===== src/design/itra_pkg.sv =====
// Shared types and constants for the integer to radix ASCII converter.
// No dependencies; every other design file refers to it by scoped names.
package itra_pkg;

  localparam int VALUE_W    = 64;
  localparam int BASE_W     = 5;
  localparam int DIGIT_W    = 4;
  localparam int CHAR_W     = 8;
  localparam int MAX_DIGITS = 64;
  localparam int IDX_W      = $clog2(MAX_DIGITS);
  localparam int CNT_W      = IDX_W + 1;
  localparam int STEP_W     = 8;
  localparam int DIV_STEPS  = VALUE_W / STEP_W;
  localparam int STEP_CNT_W = $clog2(DIV_STEPS);

  localparam logic [BASE_W-1:0] BASE_MIN   = 5'd2;
  localparam logic [BASE_W-1:0] BASE_MAX   = 5'd16;
  localparam logic [BASE_W-1:0] BASE_DEC   = 5'd10;
  localparam logic [CHAR_W-1:0] CHAR_MINUS = 8'h2D;

  localparam logic [CHAR_W-1:0] GLYPHS [16] = '{
    8'h30, 8'h31, 8'h32, 8'h33, 8'h34, 8'h35, 8'h36, 8'h37,
    8'h38, 8'h39, 8'h41, 8'h42, 8'h43, 8'h44, 8'h45, 8'h46
  };

  typedef enum logic [2:0] {
    ST_IDLE,
    ST_LOAD,
    ST_DIVIDE,
    ST_SIGN,
    ST_FETCH,
    ST_SHOW
  } itra_state_e;

  typedef struct packed {
    logic              start;
    logic [BASE_W-1:0] radix;
  } itra_div_ctl_t;

  typedef struct packed {
    logic               done;
    logic [DIGIT_W-1:0] rem;
  } itra_div_sts_t;

endpackage


===== src/design/itra_if.sv =====
// Valid/ready channels of the converter: the integer input and the character output.
// Depends on itra_pkg for field widths.
interface itra_in_if;
  logic                             valid;
  logic                             ready;
  logic signed [itra_pkg::VALUE_W-1:0] value_in;

  modport source (output valid, output value_in, input ready);
  modport sink   (input valid, input value_in, output ready);
endinterface

interface itra_out_if;
  logic                        valid;
  logic                        ready;
  logic [itra_pkg::CHAR_W-1:0] ascii_char;
  logic                        last_char;

  modport source (output valid, output ascii_char, output last_char, input ready);
  modport sink   (input valid, input ascii_char, input last_char, output ready);
endinterface


===== src/design/itra_div_unit.sv =====
// Iterative divider of a 64-bit word by a small radix, eight quotient bits per cycle.
// Depends on itra_pkg for widths and the control and status structs.
module itra_div_unit (
  input  logic                            clk_i,
  input  logic                            rst_ni,
  input  itra_pkg::itra_div_ctl_t         ctl_i,
  input  logic [itra_pkg::VALUE_W-1:0]    dividend_i,
  output itra_pkg::itra_div_sts_t         sts_o,
  output logic [itra_pkg::VALUE_W-1:0]    quotient_o
);

  localparam logic [itra_pkg::STEP_CNT_W-1:0] LastStep =
    itra_pkg::STEP_CNT_W'(itra_pkg::DIV_STEPS - 1);

  logic                                busy_q, busy_d;
  logic                                done_q, done_d;
  logic [itra_pkg::STEP_CNT_W-1:0]     cnt_q, cnt_d;
  logic [itra_pkg::VALUE_W-1:0]        work_q, work_d;
  logic [itra_pkg::DIGIT_W-1:0]        rem_q, rem_d;
  logic [itra_pkg::BASE_W-1:0]         radix_q, radix_d;
  logic [itra_pkg::DIGIT_W:0]          part;
  logic [itra_pkg::STEP_W-1:0]         qbits;

  always_comb begin
    part  = {1'b0, rem_q};
    qbits = '0;
    for (int i = 0; i < itra_pkg::STEP_W; i++) begin
      part = {part[itra_pkg::DIGIT_W-1:0], work_q[itra_pkg::VALUE_W-1-i]};
      if (part >= radix_q) begin
        part = part - radix_q;
        qbits[itra_pkg::STEP_W-1-i] = 1'b1;
      end
    end
  end

  always_comb begin
    busy_d  = busy_q;
    done_d  = 1'b0;
    cnt_d   = cnt_q;
    work_d  = work_q;
    rem_d   = rem_q;
    radix_d = radix_q;
    if (ctl_i.start) begin
      busy_d  = 1'b1;
      cnt_d   = '0;
      work_d  = dividend_i;
      rem_d   = '0;
      radix_d = ctl_i.radix;
    end else if (busy_q) begin
      work_d = {work_q[itra_pkg::VALUE_W-itra_pkg::STEP_W-1:0], qbits};
      rem_d  = part[itra_pkg::DIGIT_W-1:0];
      cnt_d  = cnt_q + 1'b1;
      if (cnt_q == LastStep) begin
        busy_d = 1'b0;
        done_d = 1'b1;
      end
    end
  end

  always_ff @(posedge clk_i or negedge rst_ni) begin
    if (!rst_ni) begin
      busy_q <= 1'b0;
      done_q <= 1'b0;
      cnt_q  <= '0;
    end else begin
      busy_q <= busy_d;
      done_q <= done_d;
      cnt_q  <= cnt_d;
    end
  end

  always_ff @(posedge clk_i) begin
    work_q  <= work_d;
    rem_q   <= rem_d;
    radix_q <= radix_d;
  end

  assign sts_o.done = done_q;
  assign sts_o.rem  = rem_q;
  assign quotient_o = work_q;

  a_done_after_busy: assert property (@(posedge clk_i) disable iff (!rst_ni)
    done_q |-> $past(busy_q))
    else $error("divider done without a preceding busy cycle");

endmodule


===== src/design/integer_to_radix_ascii.sv =====
// Top level of the integer to radix ASCII converter: sequencer, digit store, output.
// Depends on itra_pkg, the itra_in_if/itra_out_if channels and itra_div_unit.
//
//   channel  dir  payload                      handshake
//   cfg      in   cfg_wdata_i[4:0] (base)      cfg_we_i, no stall
//   in_i     in   value_in[63:0] signed        valid/ready
//   out_o    out  ascii_char[7:0], last_char   valid/ready
//
// Each digit takes a pass through the shared divider (load, eight 8-bit steps, store),
// then each character is read from the digit store and then shown; the sign needs no read.
// Base ten: up to 19 digits and a sign; base two: up to 64 digits.
// Reset clears the sequencer and sets the base to ten; the digit store is not cleared.
// A stalled output beat holds; no new value is taken until the last character leaves.
module integer_to_radix_ascii (
  input  logic                          clk_i,
  input  logic                          rst_ni,
  input  logic                          cfg_we_i,
  input  logic [itra_pkg::BASE_W-1:0]   cfg_wdata_i,
  itra_in_if.sink                       in_i,
  itra_out_if.source                    out_o
);

  itra_pkg::itra_state_e               state_q, state_d;
  logic [itra_pkg::BASE_W-1:0]         base_q, base_d;
  logic [itra_pkg::VALUE_W-1:0]        mag_q, mag_d;
  logic                                minus_q, minus_d;
  logic [itra_pkg::CNT_W-1:0]          count_q, count_d;
  logic [itra_pkg::IDX_W-1:0]          rd_idx_q, rd_idx_d;
  logic [itra_pkg::DIGIT_W-1:0]        rd_data_q;
  logic [itra_pkg::DIGIT_W-1:0]        mem [itra_pkg::MAX_DIGITS];
  logic                                mem_we;
  logic                                div_last;
  logic [itra_pkg::VALUE_W-1:0]        quotient;
  itra_pkg::itra_div_ctl_t             div_ctl;
  itra_pkg::itra_div_sts_t             div_sts;

  itra_div_unit u_div (
    .clk_i      (clk_i),
    .rst_ni     (rst_ni),
    .ctl_i      (div_ctl),
    .dividend_i (mag_q),
    .sts_o      (div_sts),
    .quotient_o (quotient)
  );

  assign div_last = (quotient == '0) ||
                    (count_q == itra_pkg::CNT_W'(itra_pkg::MAX_DIGITS - 1));

  always_comb begin
    base_d = base_q;
    if (cfg_we_i) begin
      if (cfg_wdata_i < itra_pkg::BASE_MIN) begin
        base_d = itra_pkg::BASE_MIN;
      end else if (cfg_wdata_i > itra_pkg::BASE_MAX) begin
        base_d = itra_pkg::BASE_MAX;
      end else begin
        base_d = cfg_wdata_i;
      end
    end
  end

  always_comb begin
    state_d = state_q;
    unique case (state_q)
      itra_pkg::ST_IDLE: begin
        if (in_i.valid) state_d = itra_pkg::ST_LOAD;
      end
      itra_pkg::ST_LOAD: begin
        state_d = itra_pkg::ST_DIVIDE;
      end
      itra_pkg::ST_DIVIDE: begin
        if (div_sts.done) begin
          if (!div_last) begin
            state_d = itra_pkg::ST_LOAD;
          end else if (minus_q) begin
            state_d = itra_pkg::ST_SIGN;
          end else begin
            state_d = itra_pkg::ST_FETCH;
          end
        end
      end
      itra_pkg::ST_SIGN: begin
        if (out_o.ready) state_d = itra_pkg::ST_FETCH;
      end
      itra_pkg::ST_FETCH: begin
        state_d = itra_pkg::ST_SHOW;
      end
      itra_pkg::ST_SHOW: begin
        if (out_o.ready) begin
          state_d = (rd_idx_q == '0) ? itra_pkg::ST_IDLE : itra_pkg::ST_FETCH;
        end
      end
      default: state_d = itra_pkg::ST_IDLE;
    endcase
  end

  always_comb begin
    in_i.ready       = 1'b0;
    out_o.valid      = 1'b0;
    out_o.ascii_char = itra_pkg::GLYPHS[rd_data_q];
    out_o.last_char  = 1'b0;
    div_ctl.start    = 1'b0;
    div_ctl.radix    = base_q;
    mem_we           = 1'b0;
    mag_d            = mag_q;
    minus_d          = minus_q;
    count_d          = count_q;
    rd_idx_d         = rd_idx_q;
    unique case (state_q)
      itra_pkg::ST_IDLE: begin
        in_i.ready = 1'b1;
        if (in_i.valid) begin
          minus_d = (base_q == itra_pkg::BASE_DEC) && in_i.value_in[itra_pkg::VALUE_W-1];
          mag_d   = minus_d ? (~in_i.value_in + 1'b1) : in_i.value_in;
          count_d = '0;
        end
      end
      itra_pkg::ST_LOAD: begin
        div_ctl.start = 1'b1;
      end
      itra_pkg::ST_DIVIDE: begin
        if (div_sts.done) begin
          mem_we  = 1'b1;
          mag_d   = quotient;
          count_d = count_q + 1'b1;
          if (div_last) rd_idx_d = count_q[itra_pkg::IDX_W-1:0];
        end
      end
      itra_pkg::ST_SIGN: begin
        out_o.valid      = 1'b1;
        out_o.ascii_char = itra_pkg::CHAR_MINUS;
        if (out_o.ready) minus_d = 1'b0;
      end
      itra_pkg::ST_FETCH: begin
      end
      itra_pkg::ST_SHOW: begin
        out_o.valid     = 1'b1;
        out_o.last_char = (rd_idx_q == '0);
        if (out_o.ready && rd_idx_q != '0) rd_idx_d = rd_idx_q - 1'b1;
      end
      default: begin
      end
    endcase
  end

  always_ff @(posedge clk_i or negedge rst_ni) begin
    if (!rst_ni) begin
      state_q  <= itra_pkg::ST_IDLE;
      base_q   <= itra_pkg::BASE_DEC;
      minus_q  <= 1'b0;
      count_q  <= '0;
      mag_q    <= '0;
      rd_idx_q <= '0;
    end else begin
      state_q  <= state_d;
      base_q   <= base_d;
      minus_q  <= minus_d;
      count_q  <= count_d;
      mag_q    <= mag_d;
      rd_idx_q <= rd_idx_d;
    end
  end

  always_ff @(posedge clk_i) begin
    if (mem_we) mem[count_q[itra_pkg::IDX_W-1:0]] <= div_sts.rem;
    rd_data_q <= mem[rd_idx_q];
  end

  a_no_take_while_emitting: assert property (@(posedge clk_i) disable iff (!rst_ni)
    out_o.valid |-> !in_i.ready)
    else $error("input taken while a character is pending");

  a_done_only_dividing: assert property (@(posedge clk_i) disable iff (!rst_ni)
    div_sts.done |-> (state_q == itra_pkg::ST_DIVIDE))
    else $error("divider result outside the divide state");

  a_last_returns_idle: assert property (@(posedge clk_i) disable iff (!rst_ni)
    (out_o.valid && out_o.ready && out_o.last_char) |=> (state_q == itra_pkg::ST_IDLE))
    else $error("sequencer busy after the last character");

  a_count_bounded: assert property (@(posedge clk_i) disable iff (!rst_ni)
    count_q <= itra_pkg::CNT_W'(itra_pkg::MAX_DIGITS))
    else $error("digit count beyond the store depth");

  a_sign_before_digits: assert property (@(posedge clk_i) disable iff (!rst_ni)
    (state_q == itra_pkg::ST_SHOW) |-> !minus_q)
    else $error("digit shown while the minus sign is pending");

endmodule

===== src/flat_wrapper.sv =====
// flat-port wrapper written by rule: the top's interface ports become plain ports
module integer_to_radix_ascii_flat 
  (clk_i, rst_ni, cfg_we_i, cfg_wdata_i, in_i_valid, in_i_value_in, in_i_ready, out_o_valid, out_o_ascii_char, out_o_last_char, out_o_ready);
  itra_in_if in_i_i ();
  itra_out_if out_o_i ();
  input  logic clk_i;
  input  logic rst_ni;
  input  logic cfg_we_i;
  input  logic [itra_pkg::BASE_W-1:0] cfg_wdata_i;
  input wire logic [$bits(in_i_i.valid)-1:0] in_i_valid;
  input wire logic [$bits(in_i_i.value_in)-1:0] in_i_value_in;
  output wire logic [$bits(in_i_i.ready)-1:0] in_i_ready;
  output wire logic [$bits(out_o_i.valid)-1:0] out_o_valid;
  output wire logic [$bits(out_o_i.ascii_char)-1:0] out_o_ascii_char;
  output wire logic [$bits(out_o_i.last_char)-1:0] out_o_last_char;
  input wire logic [$bits(out_o_i.ready)-1:0] out_o_ready;
  assign in_i_i.valid = in_i_valid;
  assign in_i_i.value_in = in_i_value_in;
  assign in_i_ready = in_i_i.ready;
  assign out_o_valid = out_o_i.valid;
  assign out_o_ascii_char = out_o_i.ascii_char;
  assign out_o_last_char = out_o_i.last_char;
  assign out_o_i.ready = out_o_ready;
  integer_to_radix_ascii u_core (.clk_i(clk_i), .rst_ni(rst_ni), .cfg_we_i(cfg_we_i), .cfg_wdata_i(cfg_wdata_i), .in_i(in_i_i), .out_o(out_o_i));
endmodule

===== config.mk =====
export PLATFORM = sky130hd
export DESIGN_NAME = integer_to_radix_ascii_flat
export DESIGN_NICKNAME = d
export VERILOG_FILES = /design/src/design/itra_pkg.sv /design/src/design/itra_if.sv /design/src/design/itra_div_unit.sv /design/src/design/integer_to_radix_ascii.sv /design/src/flat_wrapper.sv
export SDC_FILE = /design/constraint.sdc
export NUM_CORES = 1
export LEC_CHECK = 0
export BUFFER_PORTS_ARGS = -buffer_cell sky130_fd_sc_hd__buf_4
export CAP_MARGIN = 15
export CORE_ASPECT_RATIO = 0.6
export CORE_MARGIN = 10
export CORE_UTILIZATION = 41
export DETAILED_ROUTE_END_ITERATION = 8
export PLACE_DENSITY = 0.64
export SYNTH_ARGS = -nofsm -noshare
export SYNTH_HDL_FRONTEND = slang
export SYNTH_HIERARCHICAL = 1
export SYNTH_SLANG_ARGS = --single-unit

===== constraint.sdc =====
create_clock -name clk_i -period 15.2 [get_ports clk_i]
set_input_delay 4.56 -clock clk_i [delete_from_list [all_inputs] [get_ports clk_i]]
set_output_delay 4.56 -clock clk_i [all_outputs]
set_load 0.05 [all_outputs]

==> impl_metrics.tcl, run 1 <==
set metrics [dict create \
    synth-adder-area-share_pct 3.56 \
    timing.critical_path.slowest_stage_cell "edfxtp_1" \
    routed_wire_length_per_instance_um 23.5 \
    detail_route.drc_violations 0 \
    globalplace.congestion 0.884 \
    max_slew.worst_pin.slew_ps 1120 \
    drt_iter0_markers 1627 \
    antenna_violating_nets_post_route 0 \
    drive_above_1_share_pct 18.7 \
    synth_sequential_area_ratio_pct 58.0 \
    finalHoldViolCount 0 \
    crit_arrival_ps 12750 \
    boundaryPins 85 \
    utilization_pct 46.6 \
    die_w_um 312 \
    post_synth_xor_area_fraction_pct 2.83 \
    final_period_minus_worst_setup_slack_ps 12350 \
    global_route_wire_length_before_repair_mm 87.5 \
    cts_num_sinks 424 \
    antenna_violations_before_repair 1 \
    crit_path_start_kind "register" \
    synth_area_per_cell_um2 12.6 \
    viasPerCell 5.89 \
    crit_path_top_cell_by_count "ha_1" \
    path_clk_slew_ps 70 \
    final_nets 1854 \
    crit_path_class "register to register" \
    design.core.area_um2 50800 \
    worst-endpoint-required_ps 15600 \
    report.final.setup_viol 0 \
    run_status "finished clean" \
    grt_setup_unrepaired "no" \
    dieArea_um2 61000 \
    ys_top_cells_by_area "edfxtp_1 (46%), dfrtp_1 (11%), mux4_2 (6.9%), mux2_2 (3.5%), nor2_1 (3.1%)" \
    cell_type_contributing_the_most_total_cell_area_after_synthesis "edfxtp_1" \
    synth_top_area_share_pct 46.4 \
    start_util_pct 41.3 \
    fin_skew_ps 27.1 \
    std_cell_rows 64 \
    grt_util_all_layers_pct 18.2 \
    io_buffers 83 \
    placedCellCount 2374 \
    tns_ps 0 \
    critPathMaxFanout 10 \
    area_growth_pct 12.7 \
    layout_worst_path_cycle_share_pct 81.3 \
    globalRoute.totalOverflow 0 \
    mappedNetlistNets 1794 \
    cts_tree "built" \
    finalNonFillerCells 2449 \
    holdCritPathClass "register to register" \
    firstDrtPassIters 6 \
    ctsHoldBuffers 0 \
    cts_buffers 41 \
    maximum_number_of_pins_on_one_net_before_global_route_repair 70 \
    maxcap_violations 0 \
    synth_top_family_by_area "simple AND/OR/NAND/NOR gates" \
    cts_root_buffer "clkbuf_16" \
    vias_in_the_first_global_route 13989 \
    clkLatencyLatePin_ps 570 \
    edff_count_synth 325 \
    h-tree-depth 2 \
    synth_flop_cell "edfxtp_1" \
    critical_path.endpoint_type "register" \
    synthCells 1665 \
    detailroute.via_count 14432 \
    detailed_place_hpwl_mm 39.6 \
    combined_area_of_all_synthesized_cells_um2 21000 \
    die_h_um 195 \
    clk_path_buf_depth 3 \
    synth.distinct_cells 80 \
    fillerInstances 4464 \
    yosysWarnings 6 \
    synth_simple_gate_area_share_pct 12.1 \
    timing.max_slew.rel_slack_pct 24.7 \
    critPathMaxStageDelay_ps 710 \
    totalWireLength_mm 57.5 \
    maximum_clock_frequency_ghz 0.0810 \
    ys_async_sr_fraction_pct 21.5 \
    cts_resized 0 \
    muxShareOfSynthArea_pct 11.0 \
    slew_viol_final 0 \
    synth_compound_gate_area_share_pct 10.0 \
    post-cts-setup-buffers 0 \
    flop_and_latch_count_out_of_synthesis 424 \
]
## cells by family after synthesis
group | Yosys count
and+or+nand+nor | 514
buffers and inverters | 130
adders and majority gates | 55
muxes | 143
other | 1
AOI/OAI and AO/OA | 330
xor gates and xnor gates | 68
DFF | 424
## cell usage in the layout (no fill, tap or decap), types with 9 or more instances in the layout
cell type	synthesis	layout
nand2_1	114	113
mux2_2	66	66
nand3b_1	12	12
mux4_2	64	64
nand3_1	38	38
o21a_1	12	12
clkinv_1	0	9
nor4_1	26	26
o22ai_1	18	18
o21ai_1	25	25
nand4_1	24	24
nor3_1	37	37
xnor2_1	52	52
and2_1	10	10
ha_1	47	47
inv_1	41	41
o21ai_0	66	66
a22oi_1	30	30
clkbuf_1	70	9
nor2b_1	19	19
xor2_1	16	16
and3_1	11	11
buf_4	3	105
o31ai_1	18	18
edfxtp_1	325	325
clkbuf_16	0	41
or3_1	14	14
a21oi_1	76	76
nor2_1	175	174
mux2i_1	13	13
dfrtp_1	89	87
a31oi_1	15	15
## metal layers
layer / GRT usage [%] / part of all wire [%]
met1: 29.2 / 48
met2: 23.7 / 40
met3: 5.20 / 10
met4: 3.34 / 1.1
met5: 0 / 0
## synth_stat cells, types with 4 or more instances
cell	n
mux2i_1	13
nor2b_1	19
nand3_1	38
a21oi_1	76
xor2_1	16
nand2_1	114
inv_1	41
fa_1	8
mux2_2	66
a21o_1	8
o211ai_1	8
nor2_1	175
buf_1	10
nand3b_1	12
nor4_1	26
ha_1	47
a31oi_1	15
dfxtp_1	8
and3_1	11
dfrtp_1	89
a41oi_1	4
edfxtp_1	325
o21a_1	12
a211oi_1	8
a22oi_1	30
nor3_1	37
o21ai_1	25
nand4_1	24
mux4_2	64
and4_1	7
o221ai_1	7
xnor2_1	52
o22ai_1	18
clkbuf_1	70
or3_1	14
o21ai_0	66
o41ai_1	5
and2_1	10
o31ai_1	18
nor3b_1	5
## path summary, 6_finish.rpt
kind	cells after the start	slack [ps]	endpoint	startpoint
hold / removal	0	480	u_core/u_div/radix_q[2]	u_core/base_q[2]
setup / recovery	48	2850	u_core/u_div/rem_q[1]	u_core/u_div/radix_q[1]
setup reg to reg	48	2850	u_core/u_div/rem_q[1]	u_core/u_div/radix_q[1]
hold reg to reg	0	480	u_core/u_div/radix_q[2]	u_core/base_q[2]
min in group asynchronous	1	3900	u_core/mag_q[40]	rst_ni
max in group asynchronous	2	9960	u_core/rd_idx_q[0]	rst_ni
## critical path, delay by kind of cell, from the launching register on
family | cells | cell delay (ps)
fa+ha+maj | 8 | 2560
flops | 1 | 710
compound gates | 27 | 5180
simple gates | 9 | 1990
mux | 3 | 1320
buf+inv | 1 | 420
## layout make-up
class / count / area, um^2 / area share (%)
Sequential cell: 424 / 12200 / 51.5
Multi-Input combinational cell: 1111 / 8330 / 35.2
Clock buffer: 52 / 1090 / 4.59
Tap cell: 693 / 867 / 3.66
Timing Repair Buffer: 106 / 808 / 3.41
Clock inverter: 21 / 233 / 0.982
Inverter: 41 / 154 / 0.650
Antenna cell: 1 / 2.50 / 0.0106
## state kept, by name (all words and copies together) (netlist names), 5 cells and up
| register | flops |
|---|---|
| u_core/rd_idx_q | 6 |
| u_core/u_div/quotient_o | 64 |
| u_core/mem | 256 |
| u_core/count_q | 7 |
| u_core/base_q | 5 |
| u_core/u_div/radix_q | 5 |
| u_core/mag_q | 64 |
## metrics by stage
stage | instance area (um^2) | hold slack (ps) | setup WS, ps
finish | 23700 | 483 | 2850
global route | 23700 | 497 | 1970
CTS | 23700 | 482 | 2960
detailed placement | 22400 | 466 | 2980
global placement | 22400 | 466 | 3540
floorplan | 21000 | 444 | 4310
Power of run 1 is not shown: default switching activity piles up to over one toggle a cycle in this logic, so the estimate is an artifact.
==> run 2, diff against run 1 <==
ABC_AREA = 1   (was unset)
clock period = 12.46 ns   (was 15.2 ns; I/O delays follow)
==> run 2 against run 1 <==
  * Die area rose by 5.9%
  * Synthesized area grew 6.5%
  * Setup slack got worse by 760 ps
  * Sequential share of layout area decreased by 2.7 points
  * First-iteration DRC count is 44% higher
  * Core utilization down 0.37 points
  * Global-route usage rose by 1.6 points
  * Hold slack lost 17 ps
==> impl_metrics.tcl, run 2 <==
set metrics [dict create \
    met3_length_mm 6.13 \
    mostFrequentLayoutCells "nand2_1 (794), nor2_1 (445), edfxtp_1 (325)" \
    globalplace.congestion 0.959 \
    finalNonFillerCells 3414 \
    path_clk_slew_ps 60 \
    commonest_non_fill_non_tap_cell_in_the_layout "nand2_1" \
    report.final.setup_viol 0 \
    run_status "finished clean" \
    post-synth-top-count-cell "nand2_1" \
    crit_path_start_kind "register" \
    crit_arrival_ps 10770 \
    area_growth_pct 11.7 \
    h-tree-depth 2 \
    detailed_place_hpwl_mm 45.3 \
    antenna_violations_before_repair 0 \
    slew_viol_final 0 \
    globalRoute.totalOverflow 0 \
    synth_simple_gate_area_share_pct 26.6 \
    totalWireLength_mm 66.1 \
    final_nets 2795 \
    detail_route.drc_violations 0 \
    register_area_um2 12200 \
    muxShareOfSynthArea_pct 0 \
    synth_flop_cell "edfxtp_1" \
    io_buffers 83 \
    synth_top_family_by_area "simple AND/OR/NAND/NOR gates" \
    die_w_um 322 \
    cts_num_sinks 424 \
    edff_count_synth 325 \
    placedCellCount 3336 \
    layout_worst_path_cycle_share_pct 83.3 \
    finalHoldViolCount 0 \
    ctsHoldBuffers 0 \
    worst-endpoint-required_ps 12860 \
    routed_wire_length_per_instance_um 19.4 \
    boundaryPins 85 \
    dieArea_um2 64600 \
    start_util_pct 41.4 \
    die_h_um 201 \
    cell_type_contributing_the_most_total_cell_area_after_synthesis "edfxtp_1" \
    finalHoldWorstSlack_ps 466 \
    mappedNetlistNets 2757 \
    post_synth_xor_area_fraction_pct 1.33 \
    antenna_violating_nets_post_route 0 \
    std_cell_rows 66 \
    flop_and_latch_count_out_of_synthesis 424 \
    viasPerCell 5.42 \
    drive_above_1_share_pct 8.11 \
    synth_top_area_share_pct 43.6 \
    crit_path_class "register to register" \
    synth.distinct_cells 53 \
    regToRegSetupSlack_ps 2080 \
    synth_sequential_area_ratio_pct 54.5 \
    cts_resized 0 \
    critPathMaxFanout 10 \
    cp-startpoint "u_core/u_div/radix_q[1]" \
    highest-signal-layer "met4" \
    drt_iter0_markers 2343 \
    holdCritPathClass "register to register" \
    hold_start "u_core/base_q[2]" \
    maximum_clock_frequency_ghz 0.0964 \
    grt_setup_unrepaired "no" \
    maximum_number_of_pins_on_one_net_before_global_route_repair 101 \
    maxcap_violations 0 \
    fin_skew_ps 25.2 \
    critPathMaxStageDelay_ps 630 \
    global_route_wire_length_before_repair_mm 103 \
    post-cts-setup-buffers 0 \
    cts_buffers 42 \
    fillerInstances 5110 \
    synth-adder-area-share_pct 3.34 \
    synth_compound_gate_area_share_pct 9.35 \
    crit_path_top_cell_by_count "nand2_1" \
    met2_wirelength_mm 26.1 \
    area_taken_by_multi_input_logic_gates_um2 9110 \
    antenna_cells_inserted 0 \
    max_slew.worst_pin.slew_ps 1150 \
    vias_in_the_first_global_route 17500 \
    largest_register_ff_count 256 \
    ys_async_sr_fraction_pct 21.5 \
    combined_area_of_all_synthesized_cells_um2 22400 \
    firstDrtPassIters 5 \
    ys_top_cells_by_area "edfxtp_1 (44%), nand2_1 (13%), dfrtp_1 (10%), nor2_1 (7.5%), o21ai_0 (4.2%)" \
    timing.critical_path.slowest_stage_cell "edfxtp_1" \
    grt_util_all_layers_pct 19.8 \
    design.core.area_um2 54100 \
    clk_path_buf_depth 3 \
    yosysWarnings 6 \
    critical_path.endpoint_type "register" \
    tns_ps 0 \
    synthCells 2628 \
    detailroute.via_count 18519 \
    ys_top_cells_by_count "nand2_1 (794), nor2_1 (445), edfxtp_1 (325)" \
    clkLatencyLatePin_ps 560 \
    synth_area_per_cell_um2 8.52 \
    final_period_minus_worst_setup_slack_ps 10380 \
    timing.max_slew.rel_slack_pct 23.5 \
    route.layer.met1.wl_mm 32.9 \
    cts_tree "built" \
    timing.rr.start "u_core/u_div/radix_q[1]" \
    cts_root_buffer "clkbuf_16" \
]
run 2: changes by cell type in the layout (fill, tap and decap cells not counted), sizes merged, moves of 41 or more:
cell	delta
nand3	+114
o22ai	+41
nor2	+279
inv	+112
mux2	-66
o21ai	+114
nand2	+686
mux4	-64
run 2: worst paths after layout:
check                                                to  cells past startpoint
max in group asynchronous            u_core/rd_idx_q[0]                      2
min in group asynchronous              u_core/mag_q[33]                      1
worst max-delay path              u_core/u_div/rem_q[0]                     65
worst min register to register  u_core/u_div/radix_q[2]                      0
worst min-delay path            u_core/u_div/radix_q[2]                      0
worst max register to register    u_core/u_div/rem_q[0]                     65
run 2: worst max-delay path: cells and delay by family, from the launching register on:
family	cells	cell delay, ps
and+or+nand+nor	38	4180
adders and majority gates	8	2550
AOI/OAI and AO/OA	9	1670
buffers and inverters	10	1200
DFF	1	630
run 2: through the flow:
step,util [%],instance area [um^2],worst slack (ps)
finish,46.2,25000,2080
detailed placement,43.6,23600,2160
floorplan,-,22400,3180
global route,46.2,25000,1040
global placement,43.6,23600,2600
CTS,46.2,25000,2120
run 2: cell type report:
cell class	instances	share of cell area (%)
tap	714	3.57
multi-input combinational	1938	36.4
timing repair buffer	101	3.03
inverter	159	2.41
clock inverter	28	1.28
clock buffer	50	4.45
sequential	424	48.8
run 2: kinds of logic (layout without fill, tap and decap cells):
family,count (synthesis),after routing
AND/OR/NAND/NOR,1465,1465
flip-flops,424,424
AO/OA/AOI/OAI,383,383
buffers and inverters,266,338
adder cells (fa/ha/maj),55,55
XOR/XNOR,34,34
other,1,1
run 2: per-layer routing:
metal | GRT usage [%] | up-vias
li1 | - | 8855
met1 | 31.6 | 8824
met2 | 26.6 | 767
met3 | 4.49 | 73
met4 | 3.86 | 0
met5 | 0 | -
Power of run 2 is left out for the same reason.
